--- config.mk ---
export PLATFORM = sky130hd
export DESIGN_NAME = splat_weight_paint
export DESIGN_NICKNAME = d
export VERILOG_FILES = /design/src/rtl/core/spwp_pkg.sv /design/src/rtl/core/splat_weight_paint.sv /design/src/rtl/core/spwp_div_pipe.sv
export SDC_FILE = /design/constraint.sdc
export NUM_CORES = 2
export LEC_CHECK = 0
export BUFFER_PORTS_ARGS = -buffer_cell sky130_fd_sc_hd__buf_2
export CAP_MARGIN = 20
export CORE_MARGIN = 1.5
export CORE_UTILIZATION = 43
export CTS_CLUSTER_DIAMETER = 50
export DETAILED_ROUTE_END_ITERATION = 7
export GPL_ROUTABILITY_DRIVEN = 0
export PLACE_DENSITY_LB_ADDON = 0.1
export SYNTH_ARGS = -nofsm -noshare
export SYNTH_HDL_FRONTEND = slang
export SYNTH_SLANG_ARGS = --single-unit
export TNS_END_PERCENT = 50
--- constraint.sdc ---
create_clock -name clk -period 11.7 [get_ports clk]
set_input_delay 2.34 -clock clk [delete_from_list [all_inputs] [get_ports clk]]
set_output_delay 2.34 -clock clk [all_outputs]
set_load 0.01 [all_outputs]
--- src/rtl/core/spwp_pkg.sv ---
`default_nettype none

package spwp_pkg;

	// layer weight, 255 is full
	typedef logic [7:0] wt_t;

	// register indexes of the configuration port
	typedef enum logic {
		REG_MAP_WIDTH  = 1'b0,
		REG_MAP_HEIGHT = 1'b1
	} reg_idx_t;

	localparam int REG_W    = 13;
	localparam int FRAC_SH  = 24;
	localparam int M_W      = 17;
	localparam int DIV_W    = 10;
	localparam wt_t FULL_WT = 8'd255;

	// texel state that travels beside the quotient lanes
	typedef struct packed {
		wt_t [3:0]  w;
		logic [1:0] tg;
		logic       ok;
		wt_t        nt;
	} tex_t;

	// dividend per lane and the shared divisor
	typedef struct packed {
		logic [3:0][M_W-1:0] m;
		logic [DIV_W-1:0]    d;
	} div_t;

	// clamp a signed q8.8 factor to 0..256
	function automatic logic [8:0] clamp_q88(input logic [15:0] v);
		logic [8:0] r;
		if (v[15]) begin
			r = 9'd0;
		end else if (v > 16'd256) begin
			r = 9'd256;
		end else begin
			r = v[8:0];
		end
		return r;
	endfunction

	// one restoring division step: quotient bit on top, new remainder below
	function automatic logic [DIV_W:0] div_step(input logic [DIV_W-1:0] rem,
		input logic b, input logic [DIV_W-1:0] d);
		logic [DIV_W:0] sh;
		logic [DIV_W:0] diff;
		logic [DIV_W:0] r;
		sh   = {rem, b};
		diff = sh - {1'b0, d};
		if (sh >= {1'b0, d}) begin
			r = {1'b1, diff[DIV_W-1:0]};
		end else begin
			r = {1'b0, sh[DIV_W-1:0]};
		end
		return r;
	endfunction

endpackage

`default_nettype wire

--- src/rtl/core/splat_weight_paint.sv ---
// splat weight painter, one texel per request
// s_axis: texel coordinates, four layer weights, target layer and three
// signed q8.8 factors (opacity, hardness, falloff) packed in s_tdata.
// m_axis: coordinates, four new weights in m_tdata, m_tuser is the
// written flag (0 when the target is 4 or more or the texel is off the map).
// wr_en/wr_index/wr_data set map width (index 0) and height (index 1);
// write them only while the pipe is empty.
// a request passes six arithmetic stages (clamp and first product, second
// product, target blend, remainder, lane products, dividend) and then a four
// stage divider giving two quotient bits per stage in each of four lanes;
// m_tvalid is the valid bit of the last divider stage.
// throughput is one texel per cycle while m_tready stays high; every stage has its own valid bit and
// takes a new request whenever it is empty or the stage after it moves.
// when m_tready is low the pipe keeps filling until all ten stages hold a
// request, then s_tready drops; nothing is lost or repeated.
// reset clears every valid bit and sets both map dimensions to zero, so
// every texel is passed through unwritten until the map is configured.
`default_nettype none

module splat_weight_paint #(
	parameter int COORD_BITS = 12,
	localparam int IN_W  = ((2*COORD_BITS+88+7)/8)*8,
	localparam int OUT_W = ((2*COORD_BITS+32+7)/8)*8
) (
	input  wire                     clk,
	input  wire                     arst_n,
	input  wire                     wr_en,
	input  wire                     wr_index,
	input  wire [12:0]              wr_data,
	input  wire                     s_tvalid,
	output logic                    s_tready,
	// texel_x, texel_y, weight_in_0..3, target_layer, opacity, hardness, falloff
	input  wire [IN_W-1:0]          s_tdata,
	output logic                    m_tvalid,
	input  wire                     m_tready,
	// texel_x_out, texel_y_out, weight_out_0..3
	output logic [OUT_W-1:0]        m_tdata,
	// written
	output logic                    m_tuser
);
	import spwp_pkg::*;

	localparam int CB = COORD_BITS;

	logic [REG_W-1:0] map_w_q, map_h_q;

	// configuration registers
	always_ff @(posedge clk or negedge arst_n) begin
		if (!arst_n) begin
			map_w_q <= '0;
			map_h_q <= '0;
		end else if (wr_en) begin
			case (reg_idx_t'(wr_index))
				REG_MAP_WIDTH:  map_w_q <= wr_data;
				REG_MAP_HEIGHT: map_h_q <= wr_data;
				default: ;
			endcase
		end
	end

	// request unpack
	logic [CB-1:0] in_x, in_y;
	wt_t [3:0]     in_w;
	logic [7:0]    in_tgt;
	logic [15:0]   in_o, in_h, in_f;

	always_comb begin
		in_x   = s_tdata[CB-1:0];
		in_y   = s_tdata[2*CB-1:CB];
		for (int i = 0; i < 4; i++) begin
			in_w[i] = s_tdata[2*CB+8*i +: 8];
		end
		in_tgt = s_tdata[2*CB+32 +: 8];
		in_o   = s_tdata[2*CB+40 +: 16];
		in_h   = s_tdata[2*CB+56 +: 16];
		in_f   = s_tdata[2*CB+72 +: 16];
	end

	logic div_ready;
	logic v_s1, v_s2, v_s3, v_s4, v_s5, v_s6;
	logic r1, r2, r3, r4, r5, r6;

	// ready chain
	assign r6 = !v_s6 || div_ready;
	assign r5 = !v_s5 || r6;
	assign r4 = !v_s4 || r5;
	assign r3 = !v_s3 || r4;
	assign r2 = !v_s2 || r3;
	assign r1 = !v_s1 || r2;
	assign s_tready = r1;

	// valid bits
	always_ff @(posedge clk or negedge arst_n) begin
		if (!arst_n) begin
			v_s1 <= 1'b0;
			v_s2 <= 1'b0;
			v_s3 <= 1'b0;
			v_s4 <= 1'b0;
			v_s5 <= 1'b0;
			v_s6 <= 1'b0;
		end else begin
			if (r1) v_s1 <= s_tvalid;
			if (r2) v_s2 <= v_s1;
			if (r3) v_s3 <= v_s2;
			if (r4) v_s4 <= v_s3;
			if (r5) v_s5 <= v_s4;
			if (r6) v_s6 <= v_s5;
		end
	end

	// coordinates and texel state carried along
	logic [CB-1:0] x_s1, x_s2, x_s3, x_s4, x_s5, x_s6;
	logic [CB-1:0] y_s1, y_s2, y_s3, y_s4, y_s5, y_s6;
	tex_t          tex_s1, tex_s2, tex_s3, tex_s4, tex_s5, tex_s6;

	// stage 1: clamp, bounds check, opacity times hardness
	logic [16:0] oh_s1;
	logic [8:0]  f_s1;

	always_ff @(posedge clk) begin
		if (r1) begin
			x_s1      <= in_x;
			y_s1      <= in_y;
			tex_s1.w  <= in_w;
			tex_s1.tg <= in_tgt[1:0];
			tex_s1.ok <= (in_tgt[7:2] == 6'd0) && (17'(in_x) < 17'(map_w_q))
				&& (17'(in_y) < 17'(map_h_q));
			tex_s1.nt <= '0;
			oh_s1     <= 17'(clamp_q88(in_o) * clamp_q88(in_h));
			f_s1      <= clamp_q88(in_f);
		end
	end

	// stage 2: amount in q1.24, target weight, sum of the others
	logic [24:0] a_s2;
	wt_t         t_s2;
	logic [9:0]  sum_s2;
	logic [9:0]  tot1;

	assign tot1 = 10'(tex_s1.w[0]) + 10'(tex_s1.w[1]) + 10'(tex_s1.w[2])
		+ 10'(tex_s1.w[3]);

	always_ff @(posedge clk) begin
		if (r2) begin
			x_s2   <= x_s1;
			y_s2   <= y_s1;
			tex_s2 <= tex_s1;
			a_s2   <= 25'(oh_s1 * f_s1);
			t_s2   <= tex_s1.w[tex_s1.tg];
			sum_s2 <= tot1 - 10'(tex_s1.w[tex_s1.tg]);
		end
	end

	// stage 3: scaled target pulled toward full
	logic [31:0] tsc_s3;
	logic [9:0]  sum_s3;

	always_ff @(posedge clk) begin
		if (r3) begin
			x_s3   <= x_s2;
			y_s3   <= y_s2;
			tex_s3 <= tex_s2;
			tsc_s3 <= {t_s2, 24'd0} + 32'((FULL_WT - t_s2) * a_s2);
			sum_s3 <= sum_s2;
		end
	end

	// stage 4: remainder, rounded target, lane weights and divisor
	logic [31:0]      rem_s4;
	wt_t [3:0]        wl_s4;
	logic [DIV_W-1:0] d_s4;
	logic [31:0]      tsc_rnd;

	assign tsc_rnd = tsc_s3 + 32'(1 << (FRAC_SH-1));

	always_ff @(posedge clk) begin
		if (r4) begin
			x_s4      <= x_s3;
			y_s4      <= y_s3;
			tex_s4.w  <= tex_s3.w;
			tex_s4.tg <= tex_s3.tg;
			tex_s4.ok <= tex_s3.ok;
			tex_s4.nt <= tsc_rnd[31:24];
			rem_s4    <= {FULL_WT, 24'd0} - tsc_s3;
			d_s4      <= (sum_s3 == '0) ? DIV_W'(3) : sum_s3;
			for (int i = 0; i < 4; i++) begin
				wl_s4[i] <= (sum_s3 == '0) ? 8'd1 : tex_s3.w[i];
			end
		end
	end

	// stage 5: lane products
	logic [3:0][39:0] p_s5;
	logic [DIV_W-1:0] d_s5;

	always_ff @(posedge clk) begin
		if (r5) begin
			x_s5   <= x_s4;
			y_s5   <= y_s4;
			tex_s5 <= tex_s4;
			d_s5   <= d_s4;
			for (int i = 0; i < 4; i++) begin
				p_s5[i] <= 40'(wl_s4[i] * rem_s4);
			end
		end
	end

	// stage 6: rounded dividends, scaled down so a plain quotient remains
	div_t             div_s6;
	logic [3:0][41:0] num6;

	always_comb begin
		for (int i = 0; i < 4; i++) begin
			num6[i] = (42'(p_s5[i]) << 1) + (42'(d_s5) << FRAC_SH);
		end
	end

	always_ff @(posedge clk) begin
		if (r6) begin
			x_s6     <= x_s5;
			y_s6     <= y_s5;
			tex_s6   <= tex_s5;
			div_s6.d <= d_s5;
			for (int i = 0; i < 4; i++) begin
				div_s6.m[i] <= num6[i][41:25];
			end
		end
	end

	// stages 7 to 10: quotient lanes and output register
	logic [CB-1:0] out_x, out_y;
	wt_t [3:0]     out_w;

	spwp_div_pipe #(
		.COORD_BITS(CB)
	) u_div (
		.clk         (clk),
		.arst_n      (arst_n),
		.in_valid    (v_s6),
		.in_ready    (div_ready),
		.in_x        (x_s6),
		.in_y        (y_s6),
		.in_tex      (tex_s6),
		.in_div      (div_s6),
		.out_valid   (m_tvalid),
		.out_ready   (m_tready),
		.out_x       (out_x),
		.out_y       (out_y),
		.out_w       (out_w),
		.out_written (m_tuser)
	);

	assign m_tdata = OUT_W'({out_w, out_y, out_x});

`ifndef SYNTHESIS
	a_bubble_takes: assert property (@(posedge clk) disable iff (!arst_n)
		!v_s1 |-> s_tready)
		else $error("empty first stage refused a request");
	a_held_kept: assert property (@(posedge clk) disable iff (!arst_n)
		v_s2 && !r3 |=> v_s2)
		else $error("stalled request dropped");
	a_target_bound: assert property (@(posedge clk) disable iff (!arst_n)
		v_s3 && tex_s3.ok |-> tsc_s3 <= {FULL_WT, 24'd0})
		else $error("blended target above full");
	a_divisor_live: assert property (@(posedge clk) disable iff (!arst_n)
		v_s6 |-> div_s6.d != '0)
		else $error("zero divisor entered quotient lanes");
`endif

endmodule

`default_nettype wire

--- src/rtl/core/spwp_div_pipe.sv ---
`default_nettype none

module spwp_div_pipe #(
	parameter int COORD_BITS = 12
) (
	input  wire                          clk,
	input  wire                          arst_n,
	input  wire                          in_valid,
	output logic                         in_ready,
	input  wire [COORD_BITS-1:0]         in_x,
	input  wire [COORD_BITS-1:0]         in_y,
	input  spwp_pkg::tex_t               in_tex,
	input  spwp_pkg::div_t               in_div,
	output logic                         out_valid,
	input  wire                          out_ready,
	output logic [COORD_BITS-1:0]        out_x,
	output logic [COORD_BITS-1:0]        out_y,
	output spwp_pkg::wt_t [3:0]          out_w,
	output logic                         out_written
);
	import spwp_pkg::*;

	localparam int NST = 4;

	logic                  vld_s [NST];
	logic                  rdy   [NST];
	tex_t                  tex_s [NST];
	div_t                  div_s [NST];
	logic [COORD_BITS-1:0] x_s   [NST];
	logic [COORD_BITS-1:0] y_s   [NST];
	logic [3:0][DIV_W-1:0] rem_s [NST];
	logic [3:0][7:0]       quo_s [NST];

	genvar k;
	generate
		for (k = 0; k < NST; k++) begin : g_st
			logic                  src_v;
			tex_t                  src_tex;
			div_t                  src_div;
			logic [COORD_BITS-1:0] src_x;
			logic [COORD_BITS-1:0] src_y;
			logic [3:0][DIV_W-1:0] src_rem;
			logic [3:0][7:0]       src_q;
			logic [3:0][DIV_W-1:0] nxt_rem;
			logic [3:0][7:0]       nxt_q;
			logic [3:0][DIV_W:0]   r1;
			logic [3:0][DIV_W:0]   r2;

			// stage source and downstream ready
			if (k == 0) begin : g_first
				always_comb begin
					src_v   = in_valid;
					src_tex = in_tex;
					src_div = in_div;
					src_x   = in_x;
					src_y   = in_y;
					src_q   = '0;
					for (int i = 0; i < 4; i++) begin
						src_rem[i] = {1'b0, in_div.m[i][M_W-1:8]};
					end
				end
			end else begin : g_next
				always_comb begin
					src_v   = vld_s[k-1];
					src_tex = tex_s[k-1];
					src_div = div_s[k-1];
					src_x   = x_s[k-1];
					src_y   = y_s[k-1];
					src_rem = rem_s[k-1];
					src_q   = quo_s[k-1];
				end
			end

			if (k == NST-1) begin : g_rlast
				assign rdy[k] = !vld_s[k] || out_ready;
			end else begin : g_rmid
				assign rdy[k] = !vld_s[k] || rdy[k+1];
			end

			// two quotient bits per lane
			always_comb begin
				for (int j = 0; j < 4; j++) begin
					r1[j] = div_step(src_rem[j], src_div.m[j][7-2*k], src_div.d);
					r2[j] = div_step(r1[j][DIV_W-1:0], src_div.m[j][6-2*k], src_div.d);
					nxt_rem[j] = r2[j][DIV_W-1:0];
					nxt_q[j]   = {src_q[j][5:0], r1[j][DIV_W], r2[j][DIV_W]};
				end
			end

			// stage valid
			always_ff @(posedge clk or negedge arst_n) begin
				if (!arst_n) begin
					vld_s[k] <= 1'b0;
				end else if (rdy[k]) begin
					vld_s[k] <= src_v;
				end
			end

			// stage payload
			always_ff @(posedge clk) begin
				if (rdy[k]) begin
					tex_s[k] <= src_tex;
					div_s[k] <= src_div;
					x_s[k]   <= src_x;
					y_s[k]   <= src_y;
					rem_s[k] <= nxt_rem;
					quo_s[k] <= nxt_q;
				end
			end
		end
	endgenerate

	assign in_ready  = rdy[0];
	assign out_valid = vld_s[NST-1];
	assign out_x     = x_s[NST-1];
	assign out_y     = y_s[NST-1];
	assign out_written = tex_s[NST-1].ok;

	// pick painted target, rescaled others, or the untouched texel
	always_comb begin
		for (int i = 0; i < 4; i++) begin
			if (!tex_s[NST-1].ok) begin
				out_w[i] = tex_s[NST-1].w[i];
			end else if (tex_s[NST-1].tg == 2'(i)) begin
				out_w[i] = tex_s[NST-1].nt;
			end else begin
				out_w[i] = quo_s[NST-1][i];
			end
		end
	end

endmodule

`default_nettype wire

==> results by group <==
Layout
  – Area Overhead vs Synth: 10.7%
  – Share of cells above drive strength 1: 0.0915
  – Fillers: 21,400
  – Final instance area: 113,000 µm²
  – Final #Nets: 11,200

Timing
  – # setup viols final: 0
  – Hold Vio Cnt, Final: 0
  – RSZ-0062 raised after global routing: no
  – Final setup TNS: 0 ns
  – Worst-margin pin slew: 1.16 ns
  – Final setup skew: 0.0480 ns
  – Max-slew violations: 0
  – Hold_ws: 0.401 ns
  – Period utilization: 0.642
  – Fmax: 0.133 GHz
  – Rel. slew slack: 0.228
  – Final min period: 7.51 ns

Die
  – Die ar.: 240,000 µm²
  – Starting Density: 0.433
  – Die H: 490 µm
  – Core Area: 235,000 µm²
  – Io pins: 190
  – Chip width: 490 µm
  – Site Rows: 178

Synthesis
  – YS warnings: 0
  – Ranking of synthesized cells by area: edfxtp_1 37%, fa_1 21%, ha_1 9.7%, inv_1 4.7%, nand2_1 3.6%
  – Most common cell in the netlist: inv_1
  – Async SR Flop Fraction: 0.0277
  – Synth Flop Type: edfxtp_1
  – Post-synth top area share: 0.373
  – Number of synthesized flops with an enable pin: 1,265
  – Synth area leader: edfxtp_1
  – Synth Instances: 8,996
  – Synth unique cells: 78
  – Yosys reg bits: 1,301
  – Synth Area per Inst: 11.3 µm²
  – Seq/Total Area, Yosys: 0.382
  – Commonest cells post-synth: 1,266 x inv_1, 1,265 x edfxtp_1, 1,070 x fa_1
  – Cell Area, Synth: 102,000 µm²
  – Mapped Nets: 11,000

Clocking
  – Clk_lat worst skew: 0.83 ns
  – Clock tree buffer depth: 3
  – CTS sink count: 1,301
  – # resized after CTS: 0
  – Root Driver: clkbuf_16
  – H-tree depth: 4
  – CTS Hold Buffers Added: 0
  – Inserted Clock Buffers: 179
  – Post-CTS setup buffer count: 0
  – TritonCTS clock tree: yes
  – Clock transition at path regs: 0.06 ns

Routing
  – Via Count: 65,600
  – Routed WL: 267 mm
  – DRT iter0 DRCs: 4,047
  – DR WL/cell: 21.4 µm
  – DRT Pass-1 Iters: 5
  – Post-DRT Antenna Nets: 0
  – Via-to-Cell Ratio: 5.25
  – Post-route DRC: 0

Setup path
  – Internal reg-to-reg setup slack: 4.83 ns
  – CP cell instances: buf_2 -> nor2b_1 -> and2_1 -> and3_1 -> nand3_4 -> nor2_1 -> nand4_1 -> buf_2
  – Worst setup path start: m_tready
  – CP bufs+invs: 2
  – Crit path required time: 9.36 ns
  – WS Path Type: in2out
  – Crit path launch type: input pin
  – CP arrival: 5.17 ns
  – Crit path max-delay cell type: nor2_1
  – CP Capture Type: output pin
  – Most frequent CP cell: buf_2
  – FF-to-FF Start: div_s6[1]$_DFFE_PP_
  – CP max stage delay: 0.75 ns
  – Crit-path leading delay family: simple AND/OR/NAND/NOR gates
  – Critical Path Fanout Max: 31

GRT
  – Total grt overflow: 0
  – Largest net degree at the start of global routing: 125
  – Met3 GRT Util: 0.0317
  – Total track usage: 0.227
  – First-pass GRT wire length: 413 mm
  – Most Crowded Layer GR: met2
  – Met2 usage in global routing: 0.382
  – Routing usage on met1: 0.302
  – Vias in the first global route: 69,500
  – Initial antenna violation count: 13

Job
  – Max-cap violations: 0

Status
  – Run status: complete, no violations

Place
  – IO buf count: 189
  – Detailed placer's ending HPWL: 200 mm
  – Dpl cell area: 106,000 µm²

Min path
  – Min-delay src: sum_s2[6]$_DFFE_PP_
  – Hold crit path type: reg2reg
-- sequential cells by signal (all words and copies together), names as in the netlist, 35 cells and up --
signal       cells
u_div.tex_s    172
u_div.rem_s    120
u_div.quo_s     80
div_s6          78
u_div.div_s     78
p_s5            68
u_div.x_s       48
u_div.y_s       48
tex_s4          43
tex_s5          43
tex_s6          43
tex_s1          35
tex_s2          35
tex_s3          35
-- cells by family (layout without fill, tap and decap cells) --
logic type,count (synthesis),after routing,synth area share
xor gates and xnor gates,393,393,0.0338
buffers and inverters,1559,1899,0.0576
adders and majority gates,1859,1859,0.307
muxes,265,265,0.0294
other,0,6,0
DFF,1301,1301,0.382
and+or+nand+nor,2569,2569,0.124
AOI/OAI and AO/OA,1050,1050,0.0657
-- layer usage --
metal / vias up / wire length [µm]
met4: 0 / 8400
met5: - / 0
met1: 33300 / 118000
met2: 1565 / 128000
met3: 373 / 13100
li1: 30400 / -
-- through the flow --
stage | instances | util | setup slack (ns)
2_1_floorplan | 8996 | - | 1.10
3_3_place_gp | 12100 | 0.453 | 3.57
3_5_place_dp | 12100 | 0.453 | 3.59
4_1_cts | 12500 | 0.479 | 4.11
5_1_grt | 12500 | 0.479 | 3.88
6_report | 12500 | 0.479 | 4.19
-- area by class of cell --
class	instances	area, µm²	share of cell area
tap	3150	3940	0.0350
multi-input combinational	6136	57100	0.507
clock inverter	132	1590	0.0141
sequential	1301	38900	0.345
antenna	6	15.0	0.000133
clock buffer	204	4610	0.0409
inverter	1266	4770	0.0423
timing repair buffer	297	1800	0.0160
-- worst reg2reg max path, stage by stage, from the launching register on --
cell	delay (ns)
edfxtp_1	0.70
inv_1	0.08
buf_4	0.23
fa_1	0.49
a21o_1	0.20
a21oi_1	0.29
nor2_1	0.11
o31ai_1	0.20
a21oi_1	0.10
nor2_1	0.81
mux2_2	0.47
inv_1	0.07
ha_1	0.23
nor2b_1	0.13
o21ai_0	0.21
a21boi_0	0.19
o21ai_0	0.30
a2111oi_0	0.21
o21a_1	0.22
o21a_1	0.19
a211oi_2	0.75
mux2_2	0.42
-- layout by cell type, fill, tap and decap left out, drive strengths merged, types with 15 or more instances in the layout --
cell    synthesis  routed
o21ai         229     229
a21oi         328     328
a31oi          26      26
nand3          78      78
xnor2         285     285
nand2         970     970
a21o          143     143
a31o           17      17
bufinv          0      15
inv          1266    1300
o21bai         37      37
nor4           23      23
o211ai         25      25
and2          525     525
a21boi         29      29
buf            15     297
nand2b        130     130
edfxtp       1265    1265
mux2          190     190
xor2          108     108
nor3           68      68
dfrtp          36      36
fa           1070    1070
o21a           36      36
clkbuf        278     204
nor2          380     380
nand4          72      72
or2            25      25
or3            18      18
ha            789     789
clkinv          0      71
o31ai          21      21
and3           26      26
mux2i          67      67
a211oi         37      37
nor2b         216     216
-- final timing paths --
kind	endpoint	cells past startpoint
worst max-delay path	s_tready	8
worst min register to register	sum_s3[6]$_DFFE_PP_	0
worst min-delay path	sum_s3[6]$_DFFE_PP_	0
max in group asynchronous	u_div.out_valid$_DFFE_PN0P_	1
min in group asynchronous	map_w_q[4]$_DFFE_PN0P_	1
worst max register to register	u_div.rem_s[0][2]$_DFFE_PP_	21
Power is left out: the tool's default activity adds up to more than one toggle a clock period on the data nets, which glitch-free logic cannot reach.
